## config.mk

```make
export PLATFORM = sky130hd
export DESIGN_NAME = kcd_ctrl
export DESIGN_NICKNAME = d
export VERILOG_FILES = /design/src/rtl/core/kcore_decomposition_assert.svh /design/src/rtl/core/kcd_pkg.sv /design/src/rtl/core/kcd_ctrl.sv
export SDC_FILE = /design/constraint.sdc
export NUM_CORES = 1
export LEC_CHECK = 0
export BUFFER_PORTS_ARGS = -buffer_cell sky130_fd_sc_hd__buf_2
export CAP_MARGIN = 10
export CORE_MARGIN = 2
export CORE_UTILIZATION = 54
export CTS_CLUSTER_DIAMETER = 40
export DETAILED_ROUTE_END_ITERATION = 8
export GPL_ROUTABILITY_DRIVEN = 0
export PLACE_DENSITY = 0.92
export SYNTH_ARGS = -nofsm -noshare
export SYNTH_HDL_FRONTEND = slang
export SYNTH_SLANG_ARGS = --single-unit
```

## constraint.sdc

```tcl
create_clock -name i_clk -period 2.9 [get_ports i_clk]
set_clock_uncertainty 0.05 [all_clocks]
set_input_delay 0.145 -clock i_clk [delete_from_list [all_inputs] [get_ports i_clk]]
set_output_delay 0.145 -clock i_clk [all_outputs]
set_load 0.05 [all_outputs]
```

## src/rtl/core/kcore_decomposition_assert.svh

```systemverilog
// Assertion macros shared by the k-core decomposition RTL.
// Each macro expects i_clk and i_rst_n to be visible where it is used.
`ifndef KCORE_DECOMPOSITION_ASSERT_SVH
`define KCORE_DECOMPOSITION_ASSERT_SVH

// Consequent must hold in the same cycle as the antecedent.
`define KCD_ASSERT_SAME(lbl, ante, cons, msg) \
    lbl: assert property (@(posedge i_clk) disable iff (!i_rst_n) (ante) |-> (cons)) \
        else $error(msg);

// Consequent must hold in the cycle after the antecedent.
`define KCD_ASSERT_NEXT(lbl, ante, cons, msg) \
    lbl: assert property (@(posedge i_clk) disable iff (!i_rst_n) (ante) |=> (cons)) \
        else $error(msg);

`endif

```

## src/rtl/core/kcd_pkg.sv

```systemverilog
// Shared types and constants of the k-core decomposition block.
// No dependencies; used by the controller, the datapath and the top level.
package kcd_pkg;

    localparam int NODE_W = 6;
    localparam int CORE_W = 11;
    localparam int CFG_W  = 7;
    localparam int CFG_RESET = 64;

    typedef struct packed {
        logic [NODE_W-1:0] from_node;
        logic [NODE_W-1:0] to_node;
        logic              has_edge;
        logic              last_item;
    } t_in_item;

    typedef struct packed {
        logic [NODE_W-1:0] rank;
        logic [NODE_W-1:0] node;
        logic [CORE_W-1:0] core_number;
        logic              dropped;
        logic              last_result;
    } t_out_item;

    // Controller phases, one-hot.
    typedef enum logic [35:0] {
        S_IDLE     = 36'd1 << 0,
        S_DCLR     = 36'd1 << 1,
        S_CNT_RD   = 36'd1 << 2,
        S_CNT_CHK  = 36'd1 << 3,
        S_CNT_WR   = 36'd1 << 4,
        S_MX_RD    = 36'd1 << 5,
        S_MX_UP    = 36'd1 << 6,
        S_BCLR     = 36'd1 << 7,
        S_BC_RD    = 36'd1 << 8,
        S_BC_RB    = 36'd1 << 9,
        S_BC_WR    = 36'd1 << 10,
        S_PF_RD    = 36'd1 << 11,
        S_PF_WR    = 36'd1 << 12,
        S_PL_RD    = 36'd1 << 13,
        S_PL_RB    = 36'd1 << 14,
        S_PL_WR    = 36'd1 << 15,
        S_SH_RD    = 36'd1 << 16,
        S_SH_WR    = 36'd1 << 17,
        S_PK_RV    = 36'd1 << 18,
        S_PK_RD    = 36'd1 << 19,
        S_PK_DV    = 36'd1 << 20,
        S_PK_E     = 36'd1 << 21,
        S_PK_EC    = 36'd1 << 22,
        S_PK_DU    = 36'd1 << 23,
        S_PK_BW    = 36'd1 << 24,
        S_PK_W     = 36'd1 << 25,
        S_PK_PU    = 36'd1 << 26,
        S_PK_PW    = 36'd1 << 27,
        S_PK_SW    = 36'd1 << 28,
        S_PK_UPD   = 36'd1 << 29,
        S_PK_EN    = 36'd1 << 30,
        S_PK_NEXT  = 36'd1 << 31,
        S_OUT_RV   = 36'd1 << 32,
        S_OUT_RD   = 36'd1 << 33,
        S_OUT_LD   = 36'd1 << 34,
        S_OUT_WT   = 36'd1 << 35
    } t_state;

    typedef struct packed {
        t_state phase;
    } t_cmd;

    typedef struct packed {
        logic in_last;
        logic last_i;
        logic last_e;
        logic last_d;
        logic total_zero;
        logic edge_hit;
        logic du_gt;
        logic w_eq_u;
        logic out_taken;
    } t_status;

endpackage

```

## src/rtl/core/kcd_ctrl.sv

```systemverilog
// Sequencing state machine of the k-core decomposition block.
// Depends on kcd_pkg; drives the phase command of kcd_datapath.
module kcd_ctrl
    import kcd_pkg::*;
(
    input  logic    i_clk,
    input  logic    i_rst_n,
    input  t_status i_status,
    output t_cmd    o_cmd
);

    t_state r_state;
    t_state n_state;

    // Next phase from the current phase and the datapath status.
    always_comb begin
        n_state = r_state;
        unique case (r_state)
            S_IDLE:    if (i_status.in_last) n_state = S_DCLR;
            S_DCLR:    if (i_status.last_i) begin
                n_state = i_status.total_zero ? S_MX_RD : S_CNT_RD;
            end
            S_CNT_RD:  n_state = S_CNT_CHK;
            S_CNT_CHK: n_state = S_CNT_WR;
            S_CNT_WR:  n_state = i_status.last_e ? S_MX_RD : S_CNT_RD;
            S_MX_RD:   n_state = S_MX_UP;
            S_MX_UP:   n_state = i_status.last_i ? S_BCLR : S_MX_RD;
            S_BCLR:    if (i_status.last_d) n_state = S_BC_RD;
            S_BC_RD:   n_state = S_BC_RB;
            S_BC_RB:   n_state = S_BC_WR;
            S_BC_WR:   n_state = i_status.last_i ? S_PF_RD : S_BC_RD;
            S_PF_RD:   n_state = S_PF_WR;
            S_PF_WR:   n_state = i_status.last_d ? S_PL_RD : S_PF_RD;
            S_PL_RD:   n_state = S_PL_RB;
            S_PL_RB:   n_state = S_PL_WR;
            S_PL_WR:   n_state = i_status.last_i ? S_SH_RD : S_PL_RD;
            S_SH_RD:   n_state = S_SH_WR;
            S_SH_WR:   n_state = i_status.last_d ? S_PK_RV : S_SH_RD;
            S_PK_RV:   n_state = S_PK_RD;
            S_PK_RD:   n_state = S_PK_DV;
            S_PK_DV:   n_state = i_status.total_zero ? S_PK_NEXT : S_PK_E;
            S_PK_E:    n_state = S_PK_EC;
            S_PK_EC:   n_state = i_status.edge_hit ? S_PK_DU : S_PK_EN;
            S_PK_DU:   n_state = i_status.du_gt ? S_PK_BW : S_PK_EN;
            S_PK_BW:   n_state = S_PK_W;
            S_PK_W:    n_state = i_status.w_eq_u ? S_PK_UPD : S_PK_PU;
            S_PK_PU:   n_state = S_PK_PW;
            S_PK_PW:   n_state = S_PK_SW;
            S_PK_SW:   n_state = S_PK_UPD;
            S_PK_UPD:  n_state = S_PK_EN;
            S_PK_EN:   n_state = i_status.last_e ? S_PK_NEXT : S_PK_E;
            S_PK_NEXT: n_state = i_status.last_i ? S_OUT_RV : S_PK_RV;
            S_OUT_RV:  n_state = S_OUT_RD;
            S_OUT_RD:  n_state = S_OUT_LD;
            S_OUT_LD:  n_state = S_OUT_WT;
            S_OUT_WT:  if (i_status.out_taken) begin
                n_state = i_status.last_i ? S_IDLE : S_OUT_RV;
            end
            default:   n_state = S_IDLE;
        endcase
    end

    // State register.
    always_ff @(posedge i_clk) begin
        if (!i_rst_n) begin
            r_state <= S_IDLE;
        end else begin
            r_state <= n_state;
        end
    end

    assign o_cmd.phase = r_state;

endmodule

```

==> impl_metrics.toml, run 1 <==
[cts]
cts_buffer_depth = 2
insertion_delay_ns = 0.29
numCtsBuffers = 5
root_buffer = "clkbuf_8"
htree_levels = 2
clk_pin_slew_ns = 0.07
cts_setup_buffers = 0
cts_tree = "yes"
cts_resized = 0
cts_hold_buf = 0
clkSinkCount = 36

[floorplan]
fp-row-count = 22
core_sq_um = 3690
die-area_sq_um = 4350
die_h_um = 66.0
start_util_pct = 56.2
chipWidth_um = 66.0
ios = 47

[grt]
overflow = 0
grt_max_degree = 16
track_usage_pct = 25.4
grt_pass1_wl_um = 8590
grt_pass1_vias = 1817
antenna_found_initial = 0

[worst_setup_path]
r2r_end = "o_cmd[19]"
worst-path-max-fanout = 15
crit_required_ns = 3.02
start_kind = "flip-flop"
reg2reg_from = "o_cmd[12]"
worstPathArrival_ns = 2.71
critPathKind = "flip-flop to flip-flop"
reg2reg_depth = 8
worst-r2r-setup-slack_ns = 0.31
endpoint_kind = "flip-flop"

[layout]
mostFrequentLayoutCell = "buf_2"
fin_nets = 306
n_fill_cell = 340
antenna_cells = 0
drive_above_1_share_pct = 26.8
area.growth.synth_to_final_pct = 17.7
largest_register_ff_count = 36
layout_common_cells = "buf_2, dfxtp_1, nor2_1"

[worst_hold_path]
hold_class = "input port to flip-flop"
hold_end = "o_cmd[29]"
holdCritStartpoint = "i_status[1]"
min_path_cells = 3

[yosys]
synth-seq-area-share_pct = 34.7
synth_cell_type_count = 59
synth.avg_cell_area_sq_um = 8.54
syn_area_sq_um = 2070
synth_largest_area_cell = "dfxtp_1"
synthFlopType = "dfxtp_1"
synth_top_area_share_pct = 34.7
synth_area_leaders = "dfxtp_1, nor2_1, nor4_4"
syn_nets = 254
ys_seq_elements = 36
netlist_instances = 243
async_reset_ff_share_pct = 0
synth_edf_count = 0
yosysWarningCount = 0

[routing]
wl_met3_um = 333
drt-met1-wl_um = 2290
vias = 2073
drtIter0Drc = 179
drtAntennaViolNets = 0
first_pass_iters = 4
viasPerCell = 6.04
routed_wl_um = 5130
wl_met2_um = 2460
post-route-drc-count = 0
wl_per_cell_um = 14.9
routed.top_layer = "met4"

[pwr]
ir_drop_mv = 0.336
p_leak_uw = 0.00107
p_int_uw = 745
switching_share_pct = 30.1
power.share.sequential_pct = 48.3
powerDensity_nw_per_um2 = 437
p_sw_uw = 320
comb_power_share_pct = 20.6
p_clk_share_pct = 31.1

[timing]
hold_viol = 0
finalSetupViolCount = 0
fin_crit_ns = 2.59
tns_ns = 0
worst_pin_slew_ns = 0.537
slew_violations = 0
slew-limit-headroom_pct = 63.9
rsz0062_at_grt = "no"
whs_ns = 0.0824
fmax_mhz = 387
finalCritPeriodShare_pct = 89.2

[placed_design]
hpwl_um = 3970
numPortBuffers = 46

[outcome]
status = "finished clean"

[run]
max_cap_violations = 0
==> power by group through the flow <==
stage                     Combinational (uW)  Clock (uW)  Sequential, uW
after floorplan                          141           0             549
after global placement                   216           0             524
after detailed placement                 219           0             525
after CTS                                220         336             514
after global routing                     238         359             516
final                                    220         331             515
==> worst max-delay path, stage by stage (launching register included) <==
cell	delay [ns]
dfxtp_1	0.37
nor4_1	0.53
and4_1	0.35
nand4_1	0.15
or3_1	0.39
and3_1	0.25
o21ai_4	0.07
buf_4	0.22
nor3_1	0.08
==> cell families (layout without fill, tap and decap cells) <==
| family | Yosys count | after routing | synth area share (%) |
|---|---|---|---|
| XOR/XNOR | 6 | 6 | 2.53 |
| flip-flops | 36 | 36 | 34.7 |
| AND/OR/NAND/NOR | 148 | 148 | 45.0 |
| AO/OA/AOI/OAI | 39 | 39 | 13.9 |
| buffers and inverters | 12 | 64 | 2.77 |
| multiplexers | 2 | 2 | 1.09 |
==> final cells by class <==
| class | count | area [sq um] | area share (%) |
|---|---|---|---|
| multi-input combinational | 195 | 1300 | 53.1 |
| inverter | 7 | 26.3 | 1.08 |
| tap | 48 | 60.1 | 2.46 |
| clock inverter | 1 | 5.00 | 0.205 |
| timing repair buffer | 50 | 260 | 10.7 |
| clock buffer | 6 | 72.6 | 2.97 |
| sequential | 36 | 721 | 29.5 |
==> per-stage QoR <==
step           instances  total power, uW  setup WS, ns  area, sq um  util, %
4_1_cts              343             1070         0.330         2440     66.2
2_1_floorplan        243              690         0.375         2070        -
3_5_place_dp         336              744         0.368         2360     64.1
5_1_grt              343             1110         0.167         2440     66.2
6_report             343             1070         0.314         2440     66.2
3_3_place_gp         336              740         0.366         2360     64.1
==> routing by layer <==
layer / vias up / global-route usage, %
li1: 1026 / -
met1: 961 / 32.7
met5: - / 0
met2: 80 / 43.8
met4: 0 / 4.08
met3: 6 / 6.30
==> worst max path at each step <==
stage	startpoint	to	slack, ns	cells past startpoint
finish	o_cmd[12]	o_cmd[19]	0.31	8
global route	o_cmd[12]	o_cmd[19]	0.17	8
CTS	o_cmd[12]	o_cmd[19]	0.33	8
detailed placement	o_cmd[12]	o_cmd[19]	0.37	8
global placement	o_cmd[12]	o_cmd[20]	0.37	8
floorplan	o_cmd[11]	o_cmd[5]	0.38	9
==> Yosys cell counts, types with 2 or more instances <==
cell type / instances
a22oi_1: 3
nor3_1: 15
nand2b_1: 11
nand3_1: 3
nand3b_1: 2
clkbuf_1: 2
and3_1: 3
and4b_1: 2
nor4b_1: 8
and2_1: 2
inv_1: 7
or4b_2: 3
a2bb2oi_1: 3
xor2_1: 5
o211ai_1: 4
dfxtp_1: 36
nor4_4: 4
a32oi_1: 2
nor2_1: 32
nor4_1: 8
or4_1: 3
or2_2: 3
or3_1: 4
nor2b_1: 3
nand4_1: 7
nor4_2: 2
o21ai_0: 11
a21oi_1: 2
and3b_1: 2
and4_1: 2
mux2_2: 2
nor3b_1: 2
nand2_1: 19
Power figures use the tool's default switching activity.
==> inputs of run 2 (changes only) <==
Settings changed: CORE_UTILIZATION 54 to 48, PLACE_DENSITY 0.92 to 0.87, SLEW_MARGIN from default to 10.
Clock period 2.9 ns to 2.25 ns, I/O delays scaled along.
==> impl_metrics.toml, run 2 (same netlist as run 1, synthesis figures left out) <==
[routing]
vias = 2266
post-route-drc-count = 0
first_pass_iters = 5
wl_per_cell_um = 15.8
viasPerCell = 5.92
drtAntennaViolNets = 0
drtIter0Drc = 171
routed_wl_um = 6060

[worst_setup_path]
reg2reg_from = "o_cmd[27]"
worst-path-max-fanout = 8
endpoint_kind = "flip-flop"
crit_required_ns = 2.38
worst-r2r-setup-slack_ns = -0.06
reg2reg_depth = 8
worstPathArrival_ns = 2.44
cp_slowest_cell = "or3_4"
path_cells = "nor4_4, and4_2, nand4_1, or3_4, and3_4, o21ai_4, clkbuf_16, nor2_1"
cpPeakStageDelay_ns = 0.41
start_kind = "flip-flop"
r2r_end = "o_cmd[31]"
critPathKind = "flip-flop to flip-flop"

[grt]
overflow = 0
grt_pass1_wl_um = 9710
grt_util_met2_pct = 40.2
track_usage_pct = 24.0
antenna_found_initial = 0
top_usage_layer = "met2"
use_met3_pct = 5.23
use_met1_pct = 30.8
grt_max_degree = 18
grt_pass1_vias = 2083

[timing]
tns_ns = -0.728
final.setup.worst_slack_ns = -0.0611
slew-limit-headroom_pct = 56.8
finalSetupViolCount = 28
slew_violations = 0
hold_viol = 0
worst_pin_slew_ns = 0.642
rsz0062_at_grt = "yes"
finalCritPeriodShare_pct = 103
fmax_mhz = 433
fin_crit_ns = 2.31

[layout]
layout_common_cells = "buf_2, buf_4, nor2_1"
mostFrequentLayoutCell = "buf_2"
seq_area_sq_um = 771
fin_nets = 343
antenna_cells = 0
drive_above_1_share_pct = 49.2
stdcell_area_sq_um = 2960
area.growth.synth_to_final_pct = 42.5
largest_register_ff_count = 36
fin_util_pct = 72.3
multi_input_area_sq_um = 1430
n_fill_cell = 292

[worst_hold_path]
hold_end = "o_cmd[29]"
holdCritStartpoint = "i_status[1]"
hold_class = "input port to flip-flop"
min_path_cells = 3

[floorplan]
die-area_sq_um = 4860
chipWidth_um = 69.7
die_h_um = 69.7
fp-row-count = 23
core_sq_um = 4090
start_util_pct = 50.8
ios = 47

[cts]
numCtsBuffers = 5
insertion_delay_ns = 0.29
clk_pin_slew_ns = 0.07
htree_levels = 2
cts_buffer_depth = 2
root_buffer = "clkbuf_8"
clkSinkCount = 36
cts_tree = "yes"

[placed_design]
placed_area_sq_um = 2700
numPortBuffers = 46
hpwl_um = 4390
post-place-ws_ns = -0.0619

[run]
max_cap_violations = 0

[pwr]
p_leak_uw = 0.00132
ir_drop_mv = 0.494
powerDensity_nw_per_um2 = 524

[outcome]
violations = "setup timing"
status = "complete, but fails checks"
[run 2: critical path, delay by kind of cell (launching register included)]
kind	cells	cell delay (ns)
compound gates	1	0.11
buf+inv	1	0.21
flops	1	0.36
simple gates	6	1.46
[run 2: stage by stage]
| step | power (uW) | hold slack [ns] | cells |
|---|---|---|---|
| 2_1_floorplan | 904 | 0.184 | 243 |
| 3_3_place_gp | 1010 | 0.307 | 366 |
| 3_5_place_dp | 1020 | 0.319 | 366 |
| 4_1_cts | 1490 | 0.0219 | 378 |
| 5_1_grt | 1610 | 0.0607 | 383 |
| 6_report | 1550 | 0.0206 | 383 |
[run 2: timing repair]
action / in CTS / in global routing
hold buffers: 0 / 0
endpoints found under the setup margin: 14 / 31
resized for setup: 4 / 15
buffers inserted: 4 / 4
pin swaps: 7 / 6
cloned: 0 / 1
[run 2: worst max-delay path by stage]
stage / slack, ns / cells after the start / start / endpoint
after floorplan: -0.002 / 9 / o_cmd[11] / o_cmd[5]
after global placement: -0.04 / 8 / o_cmd[23] / o_cmd[8]
after detailed placement: -0.06 / 8 / o_cmd[23] / o_cmd[8]
after CTS: 0.0002 / 8 / o_cmd[22] / o_cmd[16]
after global routing: -0.14 / 8 / o_cmd[22] / o_cmd[21]
final: -0.06 / 8 / o_cmd[27] / o_cmd[31]
[run 2: power by group]
| part | total [uW] | switching [uW] | leakage, uW | internal [uW] |
|---|---|---|---|---|
| sequential | 655 | 15.1 | 0.000305 | 640 |
| combinational | 420 | 227 | 0.000969 | 193 |
| clock | 473 | 224 | 0.0000455 | 250 |
[run 2: area by class of cell]
| class | count | area share (%) |
|---|---|---|
| Multi-Input combinational cell | 195 | 48.2 |
| Sequential cell | 36 | 26.1 |
| Timing Repair Buffer | 87 | 19.6 |
| Clock buffer | 8 | 3.05 |
| Tap cell | 50 | 2.12 |
| Inverter | 7 | 0.889 |
[run 2: layer usage]
layer	wire [um]	part of all wire [%]
met1	2650	44
met3	351	5.8
met4	110	1.8
met2	2940	49
met5	0	0
